$ cat src/hw/rtl/wpe_pkg.sv
// Shared constants, register codes and control structs for the window pooling engine.
package wpe_pkg;

    localparam int CFG_IDX_BITS  = 3;
    localparam int CFG_DATA_BITS = 7;
    localparam int WIN_CFG_BITS  = 4;
    localparam int STRIDE_BITS   = 4;
    localparam int MAP_CFG_BITS  = 7;

    localparam logic [CFG_IDX_BITS-1:0] CFG_WINDOW_HEIGHT = 3'd0;
    localparam logic [CFG_IDX_BITS-1:0] CFG_WINDOW_WIDTH  = 3'd1;
    localparam logic [CFG_IDX_BITS-1:0] CFG_STRIDE        = 3'd2;
    localparam logic [CFG_IDX_BITS-1:0] CFG_POOL_MODE     = 3'd3;
    localparam logic [CFG_IDX_BITS-1:0] CFG_MAP_HEIGHT    = 3'd4;
    localparam logic [CFG_IDX_BITS-1:0] CFG_MAP_WIDTH     = 3'd5;

    localparam logic [WIN_CFG_BITS-1:0] WINDOW_RESET = 4'd2;
    localparam logic [STRIDE_BITS-1:0]  STRIDE_RESET = 4'd2;
    localparam logic [MAP_CFG_BITS-1:0] MAP_RESET    = 7'd64;

    localparam logic POOL_MAX   = 1'b0;
    localparam logic POOL_MEAN  = 1'b1;
    localparam logic FUNC_LOAD  = 1'b0;
    localparam logic FUNC_QUERY = 1'b1;

    typedef struct packed {
        logic start;
        logic err;
        logic mean;
        logic take;
    } t_scan_ctl;

    typedef struct packed {
        logic busy;
        logic done;
    } t_scan_sts;

endpackage

$ cat src/hw/rtl/wpe_div.sv
// Iterative signed divider, one quotient bit per cycle, truncating toward zero.
module wpe_div #(
    parameter int SUM_BITS = 23,
    parameter int CNT_BITS = 7
) (
    input  logic                       i_clk,
    input  logic                       i_rst_n,
    input  logic                       i_start,
    input  logic signed [SUM_BITS-1:0] i_dividend,
    input  logic [CNT_BITS-1:0]        i_divisor,
    output logic                       o_done,
    output logic signed [SUM_BITS-1:0] o_quotient
);

    localparam int STEP_BITS = $clog2(SUM_BITS + 1);

    logic                 r_busy;
    logic                 r_done;
    logic [STEP_BITS-1:0] r_step;
    logic [CNT_BITS:0]    r_rem;
    logic [SUM_BITS-1:0]  r_quo;
    logic [CNT_BITS-1:0]  r_div;
    logic                 r_neg;

    logic [CNT_BITS:0]    n_shift;
    logic                 n_ge;

    always_comb begin
        n_shift = {r_rem[CNT_BITS-1:0], r_quo[SUM_BITS-1]};
        n_ge    = (n_shift >= {1'b0, r_div});
    end

    always_ff @(posedge i_clk) begin
        if (!i_rst_n) begin
            r_busy <= 1'b0;
            r_done <= 1'b0;
            r_step <= '0;
        end else begin
            r_done <= 1'b0;
            if (i_start) begin
                r_busy <= 1'b1;
                r_step <= '0;
            end else if (r_busy) begin
                r_step <= r_step + STEP_BITS'(1);
                if (r_step == STEP_BITS'(SUM_BITS - 1)) begin
                    r_busy <= 1'b0;
                    r_done <= 1'b1;
                end
            end
        end
    end

    // Work on the magnitude; restore the sign at the output.
    always_ff @(posedge i_clk) begin
        if (i_start) begin
            r_neg <= i_dividend[SUM_BITS-1];
            r_quo <= i_dividend[SUM_BITS-1] ? (-i_dividend) : i_dividend;
            r_rem <= '0;
            r_div <= i_divisor;
        end else if (r_busy) begin
            r_rem <= n_ge ? (n_shift - {1'b0, r_div}) : n_shift;
            r_quo <= {r_quo[SUM_BITS-2:0], n_ge};
        end
    end

    assign o_done     = r_done;
    assign o_quotient = r_neg ? (-signed'(r_quo)) : signed'(r_quo);

endmodule

$ cat src/hw/rtl/wpe_scan.sv
// Window scan sequencer: walks the window through the store and reduces it.
module wpe_scan
    import wpe_pkg::*;
#(
    parameter int MAX_MAP_SIDE = 64,
    parameter int MAX_WINDOW   = 8,
    parameter int SAMPLE_BITS  = 16
) (
    input  logic                                          i_clk,
    input  logic                                          i_rst_n,
    input  t_scan_ctl                                     i_ctl,
    input  logic [$clog2(MAX_MAP_SIDE)-1:0]               i_r0,
    input  logic [$clog2(MAX_MAP_SIDE)-1:0]               i_c0,
    input  logic [$clog2(MAX_MAP_SIDE+1)-1:0]             i_r_end,
    input  logic [$clog2(MAX_MAP_SIDE+1)-1:0]             i_c_end,
    output t_scan_sts                                     o_sts,
    output logic                                          o_rd_en,
    output logic [$clog2(MAX_MAP_SIDE*MAX_MAP_SIDE)-1:0]  o_rd_addr,
    input  logic [SAMPLE_BITS-1:0]                        i_rd_data,
    output logic [SAMPLE_BITS-1:0]                        o_pool_value,
    output logic [$clog2(MAX_MAP_SIDE)-1:0]               o_max_row,
    output logic [$clog2(MAX_MAP_SIDE)-1:0]               o_max_col,
    output logic [$clog2(MAX_WINDOW*MAX_WINDOW+1)-1:0]    o_cells_counted,
    output logic                                          o_query_error
);

    localparam int COORD_BITS = $clog2(MAX_MAP_SIDE);
    localparam int SIDE_BITS  = $clog2(MAX_MAP_SIDE + 1);
    localparam int ADDR_BITS  = $clog2(MAX_MAP_SIDE * MAX_MAP_SIDE);
    localparam int CNT_BITS   = $clog2(MAX_WINDOW * MAX_WINDOW + 1);
    localparam int SUM_BITS   = SAMPLE_BITS + CNT_BITS;

    localparam logic [2:0] S_IDLE  = 3'd0;
    localparam logic [2:0] S_FETCH = 3'd1;
    localparam logic [2:0] S_DRAIN = 3'd2;
    localparam logic [2:0] S_DIV   = 3'd3;
    localparam logic [2:0] S_DONE  = 3'd4;

    logic [2:0]                    r_state;
    logic                          r_err;
    logic                          r_mean;
    logic [COORD_BITS-1:0]         r_c0;
    logic [SIDE_BITS-1:0]          r_r_end;
    logic [SIDE_BITS-1:0]          r_c_end;
    logic [SIDE_BITS-1:0]          r_cur_r;
    logic [SIDE_BITS-1:0]          r_cur_c;
    logic                          r_data_vld;
    logic [COORD_BITS-1:0]         r_data_r;
    logic [COORD_BITS-1:0]         r_data_c;
    logic signed [SAMPLE_BITS-1:0] r_highest;
    logic [COORD_BITS-1:0]         r_best_r;
    logic [COORD_BITS-1:0]         r_best_c;
    logic signed [SUM_BITS-1:0]    r_sum;
    logic [CNT_BITS-1:0]           r_count;
    logic                          r_div_go;
    logic [SAMPLE_BITS-1:0]        r_value;

    logic                          n_last_col;
    logic                          n_last_row;
    logic signed [SAMPLE_BITS-1:0] n_sample;
    logic                          div_done;
    logic signed [SUM_BITS-1:0]    div_quotient;

    always_comb begin
        n_last_col = ((r_cur_c + SIDE_BITS'(1)) == r_c_end);
        n_last_row = ((r_cur_r + SIDE_BITS'(1)) == r_r_end);
        n_sample   = signed'(i_rd_data);
    end

    assign o_rd_en   = (r_state == S_FETCH);
    assign o_rd_addr = ADDR_BITS'(r_cur_r[COORD_BITS-1:0]) * ADDR_BITS'(MAX_MAP_SIDE)
                     + ADDR_BITS'(r_cur_c[COORD_BITS-1:0]);

    wpe_div #(
        .SUM_BITS (SUM_BITS),
        .CNT_BITS (CNT_BITS)
    ) u_div (
        .i_clk      (i_clk),
        .i_rst_n    (i_rst_n),
        .i_start    (r_div_go),
        .i_dividend (r_sum),
        .i_divisor  (r_count),
        .o_done     (div_done),
        .o_quotient (div_quotient)
    );

    // Control state.
    always_ff @(posedge i_clk) begin
        if (!i_rst_n) begin
            r_state    <= S_IDLE;
            r_data_vld <= 1'b0;
            r_div_go   <= 1'b0;
        end else begin
            r_data_vld <= (r_state == S_FETCH);
            r_div_go   <= 1'b0;
            case (r_state)
                S_IDLE: begin
                    if (i_ctl.start) begin
                        r_state <= i_ctl.err ? S_DONE : S_FETCH;
                    end
                end
                S_FETCH: begin
                    if (n_last_col && n_last_row) begin
                        r_state <= S_DRAIN;
                    end
                end
                S_DRAIN: begin
                    if (r_mean) begin
                        r_state  <= S_DIV;
                        r_div_go <= 1'b1;
                    end else begin
                        r_state <= S_DONE;
                    end
                end
                S_DIV: begin
                    if (div_done) begin
                        r_state <= S_DONE;
                    end
                end
                S_DONE: begin
                    if (i_ctl.take) begin
                        r_state <= S_IDLE;
                    end
                end
                default: begin
                    r_state <= S_IDLE;
                end
            endcase
        end
    end

    // Window walk and reduction.
    always_ff @(posedge i_clk) begin
        r_data_r <= r_cur_r[COORD_BITS-1:0];
        r_data_c <= r_cur_c[COORD_BITS-1:0];
        if (r_state == S_IDLE && i_ctl.start) begin
            r_err     <= i_ctl.err;
            r_mean    <= i_ctl.mean;
            r_c0      <= i_c0;
            r_r_end   <= i_r_end;
            r_c_end   <= i_c_end;
            r_cur_r   <= SIDE_BITS'(i_r0);
            r_cur_c   <= SIDE_BITS'(i_c0);
            r_highest <= '0;
            r_best_r  <= i_r0;
            r_best_c  <= i_c0;
            r_sum     <= '0;
            r_count   <= '0;
        end else begin
            if (r_state == S_FETCH) begin
                if (n_last_col) begin
                    r_cur_c <= SIDE_BITS'(r_c0);
                    r_cur_r <= r_cur_r + SIDE_BITS'(1);
                end else begin
                    r_cur_c <= r_cur_c + SIDE_BITS'(1);
                end
            end
            if (r_data_vld) begin
                // Keep the first strictly highest cell in row-major order; the running highest starts at zero.
                if (n_sample > r_highest) begin
                    r_highest <= n_sample;
                    r_best_r  <= r_data_r;
                    r_best_c  <= r_data_c;
                end
                r_sum   <= r_sum + SUM_BITS'(n_sample);
                r_count <= r_count + CNT_BITS'(1);
            end
        end
        if (r_state == S_DIV && div_done) begin
            r_value <= div_quotient[SAMPLE_BITS-1:0];
        end
    end

    assign o_sts.busy      = (r_state != S_IDLE);
    assign o_sts.done      = (r_state == S_DONE);
    assign o_query_error   = r_err;
    assign o_pool_value    = r_err ? '0 : (r_mean ? r_value : r_highest);
    assign o_max_row       = r_err ? '0 : r_best_r;
    assign o_max_col       = r_err ? '0 : r_best_c;
    assign o_cells_counted = r_err ? '0 : r_count;

endmodule

$ cat config.mk
export PLATFORM = sky130hd
export DESIGN_NAME = wpe_scan
export DESIGN_NICKNAME = d
export VERILOG_FILES = /design/src/hw/rtl/wpe_pkg.sv /design/src/hw/rtl/wpe_div.sv /design/src/hw/rtl/wpe_scan.sv
export SDC_FILE = /design/constraint.sdc
export NUM_CORES = 1
export LEC_CHECK = 0
export ABC_AREA = 1
export ABC_CLOCK_PERIOD_IN_PS = 5600
export BUFFER_PORTS_ARGS = -buffer_cell sky130_fd_sc_hd__buf_2
export CORE_ASPECT_RATIO = 0.8
export CORE_MARGIN = 4
export CORE_UTILIZATION = 34
export CTS_CLUSTER_SIZE = 25
export DETAILED_ROUTE_END_ITERATION = 6
export PLACE_DENSITY = 0.56
export SYNTH_ARGS = -nofsm -noshare
export SYNTH_HDL_FRONTEND = slang
export SYNTH_SLANG_ARGS = --single-unit
$ cat constraint.sdc
create_clock -name i_clk -period 5.6 [get_ports i_clk]
set_input_delay 0 -clock i_clk [delete_from_list [all_inputs] [get_ports i_clk]]
set_output_delay 0 -clock i_clk [all_outputs]
set_load 0.05 [all_outputs]
==> qor.csv <==
stage;metric;value;unit
run_status;status;complete, no violations;
floorplanning;I/O pins;99;
cells_and_area;Final #Nets;1541;
setup_path;worst-path cell chain;clkinv_1 -> nor2_1 -> nand3_1 -> o41ai_1;
floorplanning;site row count;56;
cells_and_area;antenna diode count;0;
placement;Detailed Place HPWL;20100;um
synthesis;synthesized area per cell;7.751;um^2
synthesis;Synth cell types;50;
synthesis;leading area contributor after synthesis;edfxtp_1;
placement;RD Place Congestion;0.8899;
timing;RSZ-0062 raised after global routing;false;
power_and_ir_drop;Leak Pwr;5.653;nW
clock_network;# resized after CTS;0;
synthesis;top cells by area, synth;edfxtp_1 27%, dfxtp_1 15%, nand2_1 11%;
power_and_ir_drop;P per Cell Area;538.1;nW/um^2
cells_and_area;flip-flop and latch area;4374;um^2
placement;port bufs;98;
synthesis;most common cell in the synthesized netlist;nand2_1;
cells_and_area;area delta synth->final;17.47;%
timing;fmax;348.2;MHz
synthesis;EDFF count, synth;93;
timing;normalized max-slew margin;33.64;%
synthesis;Syn Inst Count;1317;
flow_run;max cap viols;0;
setup_path;worst path bufs/invs;1;
setup_path;Worst path max stage delay;1.01;ns
timing;Hold Vio Cnt, Final;0;
timing;clk_skew;0.01084;ns
floorplanning;Die Ht;163.0;um
routing;detailed-route vias per instance;4.757;
clock_network;Worst-Skew Late Latency;0.43;ns
grt;largest net degree at the start of global routing;48;
routing;post-route ant nets;0;
cells_and_area;fin util;40.75;%
synthesis;yosys warns;0;
timing;setup TNS;0;ns
grt;gr usage total;16.64;%
grt;grt ovf;0;
synthesis;top cells by count, synth;293 x nand2_1, 197 x inv_1, 147 x nor2_1;
cells_and_area;ratio of cells with drive above 1 in the final layout;11.57;%
cells_and_area;area of the multi-input gates;4835;um^2
setup_path;crit-path max FO;44;
routing;DRC;0;
routing;WL final;27130;um
floorplanning;Starting Density;34.69;%
grt;vias in the first global route;8403;
clock_network;H-tree depth;4;
timing;crit path time final;2.872;ns
cells_and_area;final instance area;11990;um^2
setup_path;Worst Setup Path Type;register to register;
clock_network;CTS tree;built;
cells_and_area;final cell count without fillers;1829;
floorplanning;die area;32880;um^2
grt;antenna violations before repair;0;
timing;fin crit share;51.29;%
clock_network;clock buffer depth;2;
setup_path;Startpoint Class;register;
routing;vias;8701;
grt;first-pass GRT wire length;43980;um
floorplanning;core area;29430;um^2
setup_path;slowest CP cell;clkinv_1;
hold_path;worst min-delay path category;primary input to register;
synthesis;Syn Nets;1419;
routing;drt wl/cell;14.83;um
timing;final setup fails;0;
timing;WHS;0.06883;ns
synthesis;register area share after synthesis;42.85;%
clock_network;Sink Count;172;
setup_path;Top Family by Delay on Critical Path;buffers and inverters;
power_and_ir_drop;Max IR drop VDD;0.3211;mV
synthesis;ys async rst share;0;%
clock_network;root buffer cell;clkbuf_16;
routing;DR iter-0 viols;526;
setup_path;CP Capture Type;register;
synthesis;post-synth top area share;27.36;%
setup_path;CP arrival;3.11;ns
setup_path;Req. time, crit path;5.84;ns
cells_and_area;fill count;2985;
routing;First-pass DRT Iterations;5;
placement;placed inst area;10970;um^2
synthesis;synthesized cell area;10210;um^2
synthesis;Synth Register Bits;172;
clock_network;cts bufs inserted;17;
synthesis;Synth Flop Type;edfxtp_1;
floorplanning;Die W;201.7;um
placement;Cells after DPL;1752;
timing;max-slew violations;0;
clock_network;Worst-path clk slew;0.07;ns
timing;Worst-Margin Slew;0.9943;ns
==> through the flow <==
stage          setup slack, ns  total power [W]
6_report                 2.728         0.006453
3_5_place_dp             2.700         0.005268
5_1_grt                  2.319         0.006978
3_3_place_gp             2.783         0.005224
4_1_cts                  2.678         0.006483
2_1_floorplan            2.864         0.004502
==> registers in the layout, summed over array words and instances, names as in the netlist, 3 cells and up <==
register,count
r_sum,23
r_r_end,7
r_highest,16
r_state,3
r_best_c,6
r_c0,6
r_c_end,7
u_div.r_quo,23
r_count,7
r_data_c,6
r_value,16
u_div.r_step,5
u_div.r_rem,7
r_data_r,6
r_best_r,6
r_cur_r,7
u_div.r_div,7
r_cur_c,7
==> final timing paths <==
check	from	end	slack, ns	cells after the start
setup / recovery	r_div_go	u_div.r_quo[22]	2.73	4
hold / removal	i_rd_data[15]	r_highest[15]	0.07	5
setup reg to reg	r_div_go	u_div.r_quo[22]	2.73	4
hold reg to reg	r_cur_c[4]	r_data_c[4]	0.45	0
==> layout by cell type (no fill, tap or decap), drive strengths merged, types with 3 or more instances in the layout <==
cell	instances
nand2	298
inv	205
nor2	160
buf	105
edfxtp	93
o21ai	89
dfxtp	79
nand3	63
a21oi	53
ha	52
dlygate4sd3	45
nand4	32
xor2	31
nor3	26
xnor2	19
clkbuf	19
a211oi	17
or2	10
o211ai	9
o21bai	8
a31oi	5
clkinv	4
nor4	3
and2	3
o22ai	3
nand3b	3
clkinvlp	3
==> where the power goes <==
part | internal, W | switching (W)
clock network | 0.000602 | 0.000571
logic | 0.00101 | 0.00214
registers | 0.00177 | 0.000372
total | 0.00337 | 0.00308
==> area by class of cell <==
class / instances / share of cell area [%]
well taps: 377 / 3.934
multi-input cells: 899 / 40.32
inverters: 199 / 6.229
flip-flops and latches: 172 / 36.48
clock buffers: 19 / 3.694
clock inverters: 13 / 1.064
repair buffers: 150 / 8.285
==> tightest hold or removal path, cell delays in order <==
cell	delay (ns)
buf_2	0.20
inv_1	0.08
nand4_1	0.09
nand2_1	0.06
nor2_1	0.03
==> metal layers <==
| layer | GRT usage, % | wire length, um |
|---|---|---|
| met5 | 0 | 0 |
| met2 | 27.04 | 12240 |
| met3 | 2.568 | 926 |
| met1 | 23.65 | 13640 |
| met4 | 3.571 | 325 |
==> repair_timing <==
| action | in CTS | in global routing |
|---|---|---|
| setup buffers | 0 | 0 |
| setup endpoints to repair | 0 | 0 |
| hold buffers | 45 | 0 |
| endpoints found under the hold margin | 67 | 0 |
==> logic make-up after synthesis <==
| kind of cell | count (synthesis) | synth area share [%] |
|---|---|---|
| compound gates | 194 | 10.86 |
| xor+xnor | 50 | 4.290 |
| fa+ha+maj | 54 | 6.766 |
| buf+inv | 246 | 9.842 |
| flops | 172 | 42.85 |
| simple gates | 601 | 25.40 |
Note: power is estimated with default switching activity, not from simulation.
